### config.mk
export PLATFORM = sky130hd
export DESIGN_NAME = recency_history_list_top
export DESIGN_NICKNAME = d
export VERILOG_FILES = /design/src/rtl/core/rhl_pkg.sv /design/src/rtl/core/rhl_ram.sv /design/src/rtl/core/rhl_ctrl.sv /design/src/rtl/core/rhl_dp.sv /design/src/rtl/core/recency_history_list_top.sv
export SDC_FILE = /design/constraint.sdc
export NUM_CORES = 2
export LEC_CHECK = 0
export BUFFER_PORTS_ARGS = -buffer_cell sky130_fd_sc_hd__buf_2
export CAP_MARGIN = 20
export CORE_UTILIZATION = 59
export CTS_CLUSTER_DIAMETER = 150
export DETAILED_ROUTE_END_ITERATION = 10
export GPL_ROUTABILITY_DRIVEN = 1
export PLACE_DENSITY = 0.75
export REMOVE_ABC_BUFFERS = 1
export SETUP_SLACK_MARGIN = 0.02
export SKIP_CTS_REPAIR_TIMING = 1
export SLEW_MARGIN = 20
export SYNTH_ARGS = -nofsm -noshare
export SYNTH_HDL_FRONTEND = slang
export SYNTH_SLANG_ARGS = --single-unit
export TNS_END_PERCENT = 1
### constraint.sdc
create_clock -name clk_i -period 22.8 [get_ports clk_i]
set_input_delay 6.84 -clock clk_i [delete_from_list [all_inputs] [get_ports clk_i]]
set_output_delay 6.84 -clock clk_i [all_outputs]
set_load 0.02 [all_outputs]
### src/rtl/core/rhl_pkg.sv
// Shared types, constants and field layout for the recency history list.
`default_nettype none
package rhl_pkg;

  localparam int unsigned DEPTH_DEFAULT    = 128;
  localparam int unsigned ID_WIDTH_DEFAULT = 16;

  // Field widths on the stream and configuration ports
  localparam int unsigned OP_W   = 2;
  localparam int unsigned WORD_W = 16;
  localparam int unsigned POS_W  = 7;
  localparam int unsigned CNT_W  = 8;
  localparam int unsigned CAP_W  = 8;

  localparam logic [CAP_W-1:0] CAP_RESET = 8'd100;

  localparam int unsigned IN_TDATA_W    = 24;
  localparam int unsigned IN_FIELDS_W   = WORD_W + POS_W;
  localparam int unsigned OUT_FIELDS_W  = 1 + POS_W + 1 + WORD_W + 1 + WORD_W + CNT_W;
  localparam int unsigned OUT_TDATA_W   = 56;
  localparam int unsigned OUT_PAD_W     = OUT_TDATA_W - OUT_FIELDS_W;

  typedef enum logic [OP_W-1:0] {
    OP_TOUCH = 2'd0,
    OP_CLEAR = 2'd1,
    OP_READ  = 2'd2,
    OP_NOP   = 2'd3
  } op_e;

  typedef enum logic [3:0] {
    S_IDLE,
    S_DECODE,
    S_SCAN,
    S_SHIFT,
    S_DRAIN,
    S_FRONT,
    S_READ,
    S_RCAP,
    S_DONE
  } state_e;

  // Controller to datapath
  typedef struct packed {
    logic load;
    logic clear;
    logic scan;
    logic resolve;
    logic shift;
    logic drain;
    logic front;
    logic rd_issue;
    logic rd_capture;
    logic out_load;
  } cmd_t;

  // Datapath to controller
  typedef struct packed {
    op_e  op;
    logic count_zero;
    logic rd_in_range;
    logic scan_hit;
    logic scan_end;
    logic res_shift;
    logic shift_last;
    logic out_free;
  } sts_t;

endpackage
`default_nettype wire

### src/rtl/core/rhl_ram.sv
// Generic simple dual-port RAM: one write port, one registered read port.
`default_nettype none
module rhl_ram #(
  parameter int unsigned WIDTH = 16,
  parameter int unsigned DEPTH = 128
) (
  input  wire logic                     clk_i,
  input  wire logic                     we_i,
  input  wire logic [$clog2(DEPTH)-1:0] waddr_i,
  input  wire logic [WIDTH-1:0]         wdata_i,
  input  wire logic                     re_i,
  input  wire logic [$clog2(DEPTH)-1:0] raddr_i,
  output logic      [WIDTH-1:0]         rdata_o
);

  logic [WIDTH-1:0] mem_q [DEPTH];
  logic [WIDTH-1:0] rdata_q;

  always_ff @(posedge clk_i) begin
    if (we_i) begin
      mem_q[waddr_i] <= wdata_i;
    end
    if (re_i) begin
      rdata_q <= mem_q[raddr_i];
    end
  end

  assign rdata_o = rdata_q;

endmodule
`default_nettype wire

### src/rtl/core/rhl_ctrl.sv
// Sequencer for touch, clear, read and no-op operations on the history list.
`default_nettype none
module rhl_ctrl (
  input  wire logic          clk_i,
  input  wire logic          rst_ni,
  input  wire logic          s_tvalid_i,
  output logic               s_tready_o,
  input  wire rhl_pkg::sts_t sts_i,
  output rhl_pkg::cmd_t      cmd_o
);

  rhl_pkg::state_e state_q, state_d;

  always_ff @(posedge clk_i or negedge rst_ni) begin
    if (!rst_ni) begin
      state_q <= rhl_pkg::S_IDLE;
    end else begin
      state_q <= state_d;
    end
  end

  always_comb begin
    state_d    = state_q;
    cmd_o      = '0;
    s_tready_o = 1'b0;
    unique case (state_q)
      rhl_pkg::S_IDLE: begin
        s_tready_o = 1'b1;
        if (s_tvalid_i) begin
          cmd_o.load = 1'b1;
          state_d    = rhl_pkg::S_DECODE;
        end
      end
      rhl_pkg::S_DECODE: begin
        unique case (sts_i.op)
          rhl_pkg::OP_TOUCH: begin
            if (sts_i.count_zero) begin
              cmd_o.resolve = 1'b1;
              state_d       = rhl_pkg::S_FRONT;
            end else begin
              state_d = rhl_pkg::S_SCAN;
            end
          end
          rhl_pkg::OP_CLEAR: begin
            cmd_o.clear = 1'b1;
            state_d     = rhl_pkg::S_DONE;
          end
          rhl_pkg::OP_READ: begin
            state_d = sts_i.rd_in_range ? rhl_pkg::S_READ : rhl_pkg::S_DONE;
          end
          rhl_pkg::OP_NOP: begin
            state_d = rhl_pkg::S_DONE;
          end
          default: state_d = rhl_pkg::S_DONE;
        endcase
      end
      rhl_pkg::S_SCAN: begin
        cmd_o.scan = 1'b1;
        if (sts_i.scan_hit || sts_i.scan_end) begin
          cmd_o.resolve = 1'b1;
          state_d       = sts_i.res_shift ? rhl_pkg::S_SHIFT : rhl_pkg::S_FRONT;
        end
      end
      rhl_pkg::S_SHIFT: begin
        cmd_o.shift = 1'b1;
        if (sts_i.shift_last) begin
          state_d = rhl_pkg::S_DRAIN;
        end
      end
      rhl_pkg::S_DRAIN: begin
        cmd_o.drain = 1'b1;
        state_d     = rhl_pkg::S_FRONT;
      end
      rhl_pkg::S_FRONT: begin
        cmd_o.front = 1'b1;
        state_d     = rhl_pkg::S_DONE;
      end
      rhl_pkg::S_READ: begin
        cmd_o.rd_issue = 1'b1;
        state_d        = rhl_pkg::S_RCAP;
      end
      rhl_pkg::S_RCAP: begin
        cmd_o.rd_capture = 1'b1;
        state_d          = rhl_pkg::S_DONE;
      end
      rhl_pkg::S_DONE: begin
        // hold the result until the output register frees up
        if (sts_i.out_free) begin
          cmd_o.out_load = 1'b1;
          state_d        = rhl_pkg::S_IDLE;
        end
      end
      default: state_d = rhl_pkg::S_IDLE;
    endcase
  end

endmodule
`default_nettype wire

### src/rtl/core/rhl_dp.sv
// Datapath: entry RAM, scan and shift pointers, count, result and output registers.
`default_nettype none
module rhl_dp #(
  parameter int unsigned DEPTH    = rhl_pkg::DEPTH_DEFAULT,
  parameter int unsigned ID_WIDTH = rhl_pkg::ID_WIDTH_DEFAULT
) (
  input  wire logic                               clk_i,
  input  wire logic                               rst_ni,
  input  wire logic                               cfg_we_i,
  input  wire logic [rhl_pkg::CAP_W-1:0]          cfg_wdata_i,
  input  wire logic [rhl_pkg::IN_TDATA_W-1:0]     s_tdata_i,
  input  wire logic [rhl_pkg::OP_W-1:0]           s_tuser_i,
  input  wire rhl_pkg::cmd_t                      cmd_i,
  output rhl_pkg::sts_t                           sts_o,
  output logic                                    m_tvalid_o,
  input  wire logic                               m_tready_i,
  output logic      [rhl_pkg::OUT_TDATA_W-1:0]    m_tdata_o
);

  localparam int unsigned AW    = $clog2(DEPTH);
  localparam int unsigned CW    = $clog2(DEPTH + 1);
  localparam int unsigned CAPCW = (CW > rhl_pkg::CAP_W) ? CW : rhl_pkg::CAP_W;
  localparam int unsigned POSCW = (CW > rhl_pkg::POS_W) ? CW : rhl_pkg::POS_W;
  localparam logic [CAPCW-1:0] DepthCap = CAPCW'(DEPTH);

  rhl_pkg::op_e                  op_q;
  logic [ID_WIDTH-1:0]           id_q;
  logic [rhl_pkg::POS_W-1:0]     pos_q;
  logic [CW-1:0]                 count_q;
  logic [rhl_pkg::CAP_W-1:0]     cap_q;
  logic [CW-1:0]                 rd_ptr_q;
  logic                          cmp_v_q;
  logic [AW-1:0]                 cmp_ptr_q;
  logic [AW-1:0]                 sh_ptr_q;
  logic                          wr_pend_q;
  logic [AW-1:0]                 wr_addr_q;
  logic                          res_hit_q;
  logic [rhl_pkg::POS_W-1:0]     res_hpos_q;
  logic                          res_ev_q;
  logic [rhl_pkg::WORD_W-1:0]    res_evid_q;
  logic                          res_rv_q;
  logic [rhl_pkg::WORD_W-1:0]    res_rid_q;
  logic                          m_valid_q;
  logic [rhl_pkg::OUT_TDATA_W-1:0] m_data_q;

  logic                  ram_we;
  logic [AW-1:0]         ram_waddr;
  logic [ID_WIDTH-1:0]   ram_wdata;
  logic                  ram_re;
  logic [AW-1:0]         ram_raddr;
  logic [ID_WIDTH-1:0]   ram_rdata;

  logic [rhl_pkg::WORD_W-1:0] in_word;
  logic [rhl_pkg::POS_W-1:0]  in_pos;
  logic                       scan_ok;
  logic                       scan_hit;
  logic                       scan_end;
  logic [CAPCW-1:0]           eff_cap;
  logic                       full;
  logic [CW-1:0]              res_len;

  assign in_word = s_tdata_i[rhl_pkg::WORD_W-1:0];
  assign in_pos  = s_tdata_i[rhl_pkg::WORD_W +: rhl_pkg::POS_W];

  assign scan_ok  = rd_ptr_q < count_q;
  assign scan_hit = cmp_v_q && (ram_rdata == id_q);
  assign scan_end = cmp_v_q && ((CW'(cmp_ptr_q) + CW'(1)) == count_q);

  // capacity zero acts as one, anything above the RAM depth as the depth
  always_comb begin
    if (cap_q == '0) begin
      eff_cap = CAPCW'(1);
    end else if (CAPCW'(cap_q) > DepthCap) begin
      eff_cap = DepthCap;
    end else begin
      eff_cap = CAPCW'(cap_q);
    end
  end

  assign full = CAPCW'(count_q) >= eff_cap;

  // number of entries that slide down by one before the front write
  always_comb begin
    if (scan_hit) begin
      res_len = CW'(cmp_ptr_q);
    end else if (full) begin
      res_len = count_q - CW'(1);
    end else begin
      res_len = count_q;
    end
  end

  always_comb begin
    ram_we    = (wr_pend_q && (cmd_i.shift || cmd_i.drain)) || cmd_i.front;
    ram_waddr = cmd_i.front ? '0 : wr_addr_q;
    ram_wdata = cmd_i.front ? id_q : ram_rdata;
    ram_re    = (cmd_i.scan && scan_ok) || cmd_i.shift || cmd_i.rd_issue;
    if (cmd_i.shift) begin
      ram_raddr = sh_ptr_q;
    end else if (cmd_i.rd_issue) begin
      ram_raddr = AW'(pos_q);
    end else begin
      ram_raddr = AW'(rd_ptr_q);
    end
  end

  rhl_ram #(
    .WIDTH (ID_WIDTH),
    .DEPTH (DEPTH)
  ) u_ram (
    .clk_i   (clk_i),
    .we_i    (ram_we),
    .waddr_i (ram_waddr),
    .wdata_i (ram_wdata),
    .re_i    (ram_re),
    .raddr_i (ram_raddr),
    .rdata_o (ram_rdata)
  );

  always_ff @(posedge clk_i or negedge rst_ni) begin
    if (!rst_ni) begin
      count_q   <= '0;
      cap_q     <= rhl_pkg::CAP_RESET;
      cmp_v_q   <= 1'b0;
      wr_pend_q <= 1'b0;
      m_valid_q <= 1'b0;
    end else begin
      if (cfg_we_i) begin
        cap_q <= cfg_wdata_i;
      end
      if (cmd_i.load) begin
        cmp_v_q <= 1'b0;
      end else if (cmd_i.scan) begin
        cmp_v_q <= scan_ok;
      end
      if (cmd_i.clear) begin
        count_q <= '0;
      end else if (cmd_i.resolve && !scan_hit && !full) begin
        count_q <= count_q + CW'(1);
      end
      if (cmd_i.resolve || cmd_i.drain) begin
        wr_pend_q <= 1'b0;
      end else if (cmd_i.shift) begin
        wr_pend_q <= 1'b1;
      end
      if (cmd_i.out_load) begin
        m_valid_q <= 1'b1;
      end else if (m_tready_i) begin
        m_valid_q <= 1'b0;
      end
    end
  end

  always_ff @(posedge clk_i) begin
    if (cmd_i.load) begin
      op_q       <= rhl_pkg::op_e'(s_tuser_i);
      id_q       <= ID_WIDTH'(in_word);
      pos_q      <= in_pos;
      rd_ptr_q   <= '0;
      res_hit_q  <= 1'b0;
      res_hpos_q <= '0;
      res_ev_q   <= 1'b0;
      res_evid_q <= '0;
      res_rv_q   <= 1'b0;
      res_rid_q  <= '0;
    end
    if (cmd_i.scan) begin
      cmp_ptr_q <= AW'(rd_ptr_q);
      if (scan_ok) begin
        rd_ptr_q <= rd_ptr_q + CW'(1);
      end
    end
    if (cmd_i.resolve) begin
      sh_ptr_q <= AW'(res_len - CW'(1));
      if (scan_hit) begin
        res_hit_q  <= 1'b1;
        res_hpos_q <= rhl_pkg::POS_W'(cmp_ptr_q);
      end else if (full) begin
        res_ev_q   <= 1'b1;
        res_evid_q <= rhl_pkg::WORD_W'(ram_rdata);
      end
    end
    if (cmd_i.shift) begin
      sh_ptr_q  <= sh_ptr_q - AW'(1);
      wr_addr_q <= sh_ptr_q + AW'(1);
    end
    if (cmd_i.rd_capture) begin
      res_rv_q  <= 1'b1;
      res_rid_q <= rhl_pkg::WORD_W'(ram_rdata);
    end
    if (cmd_i.out_load) begin
      m_data_q <= {{rhl_pkg::OUT_PAD_W{1'b0}}, rhl_pkg::CNT_W'(count_q), res_rid_q, res_rv_q,
                   res_evid_q, res_ev_q, res_hpos_q, res_hit_q};
    end
  end

  assign sts_o.op          = op_q;
  assign sts_o.count_zero  = count_q == '0;
  assign sts_o.rd_in_range = POSCW'(pos_q) < POSCW'(count_q);
  assign sts_o.scan_hit    = scan_hit;
  assign sts_o.scan_end    = scan_end;
  assign sts_o.res_shift   = res_len != '0;
  assign sts_o.shift_last  = sh_ptr_q == '0;
  assign sts_o.out_free    = !m_valid_q || m_tready_i;

  assign m_tvalid_o = m_valid_q;
  assign m_tdata_o  = m_data_q;

endmodule
`default_nettype wire

### src/rtl/core/recency_history_list_top.sv
// Touch scans up to the matched position or the entry count, one compare per cycle on the entry
//   RAM read port, then shifts the entries with one move per cycle and writes the front entry.
// Read fetches the entry only in range; clear and unused opcodes go to the result; one beat in work.
// A result waits in the output register while the next beat is accepted.
// Reset clears the count, sets capacity to 100; the entry RAM is not cleared.
// Capacity writes take effect at once and belong between beats.
`default_nettype none
module recency_history_list_top #(
  parameter int unsigned DEPTH    = rhl_pkg::DEPTH_DEFAULT,
  parameter int unsigned ID_WIDTH = rhl_pkg::ID_WIDTH_DEFAULT
) (
  input  wire logic                             clk_i,
  input  wire logic                             rst_ni,
  input  wire logic                             cfg_we_i,
  input  wire logic [rhl_pkg::CAP_W-1:0]        cfg_wdata_i,
  input  wire logic                             s_axis_tvalid,
  output logic                                  s_axis_tready,
  // word_id[15:0], position[22:16], zero pad
  input  wire logic [rhl_pkg::IN_TDATA_W-1:0]   s_axis_tdata,
  // opcode[1:0]
  input  wire logic [rhl_pkg::OP_W-1:0]         s_axis_tuser,
  output logic                                  m_axis_tvalid,
  input  wire logic                             m_axis_tready,
  // hit[0], hit_position[7:1], evicted[8], evicted_id[24:9], read_valid[25],
  // read_id[41:26], count[49:42], zero pad
  output logic      [rhl_pkg::OUT_TDATA_W-1:0]  m_axis_tdata
);

  rhl_pkg::cmd_t cmd;
  rhl_pkg::sts_t sts;

  rhl_ctrl u_ctrl (
    .clk_i      (clk_i),
    .rst_ni     (rst_ni),
    .s_tvalid_i (s_axis_tvalid),
    .s_tready_o (s_axis_tready),
    .sts_i      (sts),
    .cmd_o      (cmd)
  );

  rhl_dp #(
    .DEPTH    (DEPTH),
    .ID_WIDTH (ID_WIDTH)
  ) u_dp (
    .clk_i       (clk_i),
    .rst_ni      (rst_ni),
    .cfg_we_i    (cfg_we_i),
    .cfg_wdata_i (cfg_wdata_i),
    .s_tdata_i   (s_axis_tdata),
    .s_tuser_i   (s_axis_tuser),
    .cmd_i       (cmd),
    .sts_o       (sts),
    .m_tvalid_o  (m_axis_tvalid),
    .m_tready_i  (m_axis_tready),
    .m_tdata_o   (m_axis_tdata)
  );

  a_one_ram_op: assert property (@(posedge clk_i) disable iff (!rst_ni)
    $onehot0({cmd.scan, cmd.shift, cmd.drain, cmd.front, cmd.rd_issue, cmd.rd_capture,
              cmd.clear, cmd.out_load}))
    else $error("more than one datapath operation in a cycle");

  a_load_when_free: assert property (@(posedge clk_i) disable iff (!rst_ni)
    cmd.out_load |-> sts.out_free)
    else $error("output register overwritten while still full");

  a_busy_after_accept: assert property (@(posedge clk_i) disable iff (!rst_ni)
    (s_axis_tvalid && s_axis_tready) |=> !s_axis_tready)
    else $error("second beat accepted while one is in work");

  a_front_after_noshift: assert property (@(posedge clk_i) disable iff (!rst_ni)
    (cmd.resolve && !sts.res_shift) |=> cmd.front)
    else $error("front write missing after a touch with nothing to move");

endmodule
`default_nettype wire
* Word-level counts from Yosys, hierarchy flattened
Memories as Yosys holds them, arrays and structs flattened. A register that Yosys moved wholly into a read port is not among the register bits.
Cells that the tools add are included.
** Storage, ports and cells
- Flip-flop bits (word level) :: 169
- Bits in writable memories :: 2048
- Input port bits :: 39
- Word-level logic and storage cells :: 145
- Memories :: 1
** Memories
- u_dp.u_ram.mem_q :: depth 128, bits a word 16, read ports 1, clocked after memory_dff 1, wr ports 1, RTL line rhl_ram.sv:16 : logic [WIDTH-1:0] mem_q [DEPTH];
** Operators by class
- $add $sub $neg :: 7
- Magnitude comparators :: 4
- Equality and inequality tests :: 17
- Multiplexer cells :: 65
- Reductions and logical operators :: 31
** Operators by type and width (number)
- two-way mux 16 bit :: 7
- two-way mux 8 bit :: 9
- two-way mux 7 bit :: 8
- one-hot mux 4 bit (8 select lines) :: 1
- two-way mux 1 bit :: 31
- two-way mux 4 bit :: 5
- adder 8 x 1 -> 8 bit, second input constant :: 2
- equality test 16 bit :: 1
- equality test 4 x 3 -> 1 bit, second input constant :: 4
- logical NOT 8 bit :: 2
- subtractor 7 x 1 -> 7 bit, second input constant :: 2
- one-hot mux 4 bit (3 select lines) :: 1
- nonzero test 2 bit :: 6
- adder 7 x 1 -> 8 bit, second input constant :: 1
- equality test 4 x 2 -> 1 bit, second input constant :: 2
- equality test 8 bit :: 1
- greater-or-equal comparator 8 bit :: 1
- > comparator 8 bit, second input constant :: 1
- less-than comparator 7 x 8 -> 1 bit :: 1
- less-than comparator 8 bit :: 1
- nonzero test 8 bit :: 1
- subtractor 8 x 1 -> 8 bit, second input constant :: 1
- adder 7 x 1 -> 7 bit, second input constant :: 1
- logical NOT 7 bit :: 1
- 15 further kinds :: 33

* Logic depth before layout (Yosys ltp)
- Depth in word-level cells :: 10
- Mapped depth :: 16
- Gate-level depth less buffers :: 16

* Cells and area by module
A second synthesis with hierarchy kept.
** Second synthesis, totals
- Cell total of the unflattened synthesis :: 3786
- Area total of the unflattened synthesis :: 86646.9 µm²
** By module, submodules not included
- rhl_ram :: instances 1, cells each 3086, area each 78683.0 µm², seq. area each 61979.4 µm²
- rhl_dp :: instances 1, cells each 645, area each 7568.5 µm², seq. area each 4523.1 µm²
- rhl_ctrl :: instances 1, cells each 55, area each 395.4 µm², seq. area each 100.1 µm²

* Least setup slack after synthesis
No wires, ideal clock.
- Path kind :: input to register
- From :: in m_axis_tready
- To :: reg u_dp.m_data_q (netlist bit u_dp.m_tdata_o[0]) (enable)
- Arrival :: 9.015 ns
- Data required time :: 22.342 ns
- Slack :: 13.328 ns
- Stages :: 2
- Path through :: nor2b_1 nor2_1
** RTL lines
- start, declared :: RTL line recency_history_list_top.sv:23 : input wire logic m_axis_tready,
- end signal, assigned :: RTL line rhl_dp.sv:192 : m_data_q <= {{rhl_pkg::OUT_PAD_W{1'b0}}, rhl_pkg::CNT_W'(count_q), res_rid_q, res_rv_q,
- end, declared :: RTL line rhl_dp.sv:44 : logic [rhl_pkg::OUT_TDATA_W-1:0] m_data_q;

* Worst setup path after layout
- From :: reg u_ctrl.state_q[3]
- To :: out s_axis_tready
** On the way
- Word-level cells in the longest chain between the ends :: 2
** Ends and longest elaborated chain
- start, declared :: RTL line rhl_ctrl.sv:12 : rhl_pkg::state_e state_q, state_d;
- start signal, assigned :: RTL line rhl_ctrl.sv:16 : state_q <= rhl_pkg::S_IDLE;
- start signal, assigned :: RTL line rhl_ctrl.sv:18 : state_q <= state_d;
- logical NOT 4 bit :: RTL line rhl_ctrl.sv:26 : unique case (state_q)
- two-way mux 1 bit :: RTL line rhl_ctrl.sv:26
- end, declared :: RTL line recency_history_list_top.sv:17 : output logic s_axis_tready,
No other way between the ends.

==> flow_summary_export.csv <==
group,metric,value,unit
outcome,status,"completed",
die,num_io_pins,97,
synthesis,syn_inst,6302,
worst_setup_path,reg2reg_from,"u_ctrl.state_q[2]",
clock_tree,numCtsBuffers,207,
worst_hold_path,hold_start,"u_dp.res_rid_q[12]",
drt,wl_met2,109,mm
placed_design,place_hpwl,135,mm
timing,fin_skew,70.9,ps
timing,setup_violations,0,
timing,rsz0062_at_grt,"no",
synthesis,synth_cell_types,88,
worst_setup_path,startpoint,"u_ctrl.state_q[3]",
cells_and_area,final_util,0.662,
die,initial_core_util,0.596,
drt,via_count,56100,
worst_setup_path,path_class,"reg2out",
timing,fmax,110,MHz
timing,min_period,9070,ps
clock_tree,cts.sinks,2233,
cells_and_area,final_common_cell,"edfxtp_1",
synthesis,synth_area,89600,um^2
synthesis,synth_compound_area_frac,0.0503,
clock_tree,cts-root-buf,"clkbuf_16",
synthesis,ys_ff_latch,2233,
synthesis,synth_mux_area_frac,0.0491,
die,coreArea,150000,um^2
worst_setup_path,worstRegToRegCells,11,
drt,drt_wl_total,238,mm
synthesis,seq_area_frac_synth,0.744,
timing,fin_crit_sh,0.398,
synthesis,synth-simple-area-share,0.123,
cells_and_area,finalInstanceArea,99500,um^2
drt,wire_per_inst,27.5,um
drt,postRouteAntennaNets,0,
drt,met3_length,31.7,mm
drt,drt_iter0_drc,8472,
worst_setup_path,worst-endpoint-required,15960,ps
grt,grt_pass1_vias,53100,
worst_hold_path,whs_path_depth,0,
synthesis,syn_avg_cell_area,14.2,um^2
cells_and_area,area_growth,11.1,%
timing,tns,0,ps
die,die-area,153000,um^2
drt,via_per_inst,6.49,
synthesis,async_reset_ff_frac,0.0103,
cells_and_area,nNetsFinal,6514,
synthesis,synth_warnings,0,
grt,grt_pass1_wl,346,mm
synthesis,synth_top_family_by_area,"simple AND/OR/NAND/NOR gates",
clock_tree,cts_buffer_depth,3,
placed_design,gp_congestion,0.947,
worst_setup_path,endpoint_kind,"primary output",
worst_setup_path,arrival,2230,ps
worst_setup_path,crit_fanout,20,
die,core.rowCount,142,
timing,slew_headroom,0.150,
synthesis,synthFlopType,"edfxtp_1",
pwr,power_density,112,nW/um^2
drt,highest_layer,"met5",
drt,wl_met1,86.7,mm
clock_tree,clkLatencyLatePin,870,ps
die,die_h,392,um
synthesis,synthAdderAreaFrac,0.00391,
synthesis,synth_xor_area_frac,0.00450,
grt,grt_usage,0.309,
timing,worstMarginPinSlew,1270,ps
grt,antenna_found_initial,8,
cells_and_area,final_cell_mix,"edfxtp_1 (2,176), nand2_1 (1,421), nand3_1 (733)",
grt,overflow,0,
timing,maxSlewViolCount,0,
run,cap_violations,0,
clock_tree,cts_tree,"built",
worst_setup_path,critPathLaunchType,"flop",
pwr,max-vdd-ir-drop,119,uV
die,die_w,392,um
cells_and_area,n_fill_cell,9993,
worst_hold_path,min_path_type,"reg2reg",
placed_design,placedInstanceArea,92800,um^2
drt,dr.pass1.iters,7,
clock_tree,clkTransAtPathRegs,60,ps
grt,grt_max_degree,208,
pwr,p_leak,34.1,nW
synthesis,synth_edf_count,2176,
cells_and_area,drive_gt1_frac,0.121,
placed_design,portBuffers,89,
drt,drc,0,
clock_tree,htree_levels,4,
timing,hold_viol,0,
## worst max-delay path, cell delays in order, from the launching register on
cell and delay [ps]:
dfrtp_1 600, nor4_1 510, buf_2 260
## routing by layer
layer	GRT usage	up-vias
met2	0.470	3898
met4	0.136	6
li1	-	24000
met3	0.0783	639
met1	0.425	27600
met5	0	-
## path summary, 6_finish.rpt
kind,endpoint,slack (ps)
min in group asynchronous,u_dp.cmp_v_q,5970
worst max-delay path,s_axis_tready,13730
worst min-delay path,u_dp.m_tdata_o[38],420
worst min register to register,u_dp.m_tdata_o[38],420
worst max register to register,u_dp.u_ram.rdata_o[0],16180
max in group asynchronous,u_dp.count_q[5],16430
## through the flow
stage | setup WS, ps | hold slack [ps] | power (W) | instances
2_1_floorplan | 4810 | 400 | 0.00767 | 5911
3_3_place_gp | 14510 | 404 | 0.00771 | 8253
3_5_place_dp | 14460 | 405 | 0.00778 | 8253
4_1_cts | 13720 | 419 | 0.0111 | 8637
5_1_grt | 13590 | 425 | 0.0115 | 8638
6_report | 13730 | 418 | 0.0112 | 8644
## layout make-up
cell class / instances / area [um^2] / share of cell area
Antenna cell: 6 / 15.0 / 0.000151
Clock buffer: 252 / 5410 / 0.0544
Clock inverter: 132 / 1200 / 0.0121
Inverter: 101 / 379 / 0.00381
Multi-Input combinational cell: 3577 / 21000 / 0.211
Sequential cell: 2233 / 66600 / 0.669
Tap cell: 2016 / 2520 / 0.0254
Timing Repair Buffer: 327 / 2340 / 0.0235
## report_power, final
part           switching (W)  leakage, nW  total [W]  internal [W]
Sequential         0.0000636         20.2    0.00501       0.00495
Combinational        0.00204         10.7    0.00277      0.000730
Clock                0.00150         3.23    0.00338       0.00188
Total                0.00361         34.1     0.0112       0.00755
## flip-flops by register name (all words and copies together) (netlist names), 8 cells and up
name,cells
u_dp.u_ram.mem_q,2048
u_dp.cap_q,8
u_dp.id_q,16
u_dp.m_tdata_o,50
u_dp.count_q,8
u_dp.rd_ptr_q,8
u_dp.res_evid_q,16
u_dp.u_ram.rdata_o,16
u_dp.res_rid_q,16
## cells by family after synthesis
family                   Yosys count
AO/OA/AOI/OAI                    642
flip-flops                      2233
adder cells (fa/ha/maj)           28
XOR/XNOR                          46
other                              1
AND/OR/NAND/NOR                 2550
multiplexers                     305
buffers and inverters            497
## synth_stat cells (15+ instances only)
library cell  count  area (um^2)
a21oi_1          81          405
ha_1             28          350
mux4_2          107         2410
xnor2_1          29          254
a211oi_1         65          488
o31ai_1          15          113
buf_4            29          218
nand3_1         734         3670
mux2i_1         190         1900
inv_1            97          364
xor2_1           17          149
nand4_1          66          413
nor3_1           21          105
buf_2           226         1130
o2111ai_1        18          158
a22oi_1          18          135
dfrtp_1          20          500
buf_1            30          113
a311oi_1         86          753
clkbuf_1        104          390
a31oi_1         140          876
a32oi_1          39          342
edfxtp_1       2176        65300
nand2_1        1421         5330
nor2_1          221          830
dfxtp_1          34          681
o21ai_0          76          380
Note: power is estimated with default switching activity, not from simulation.
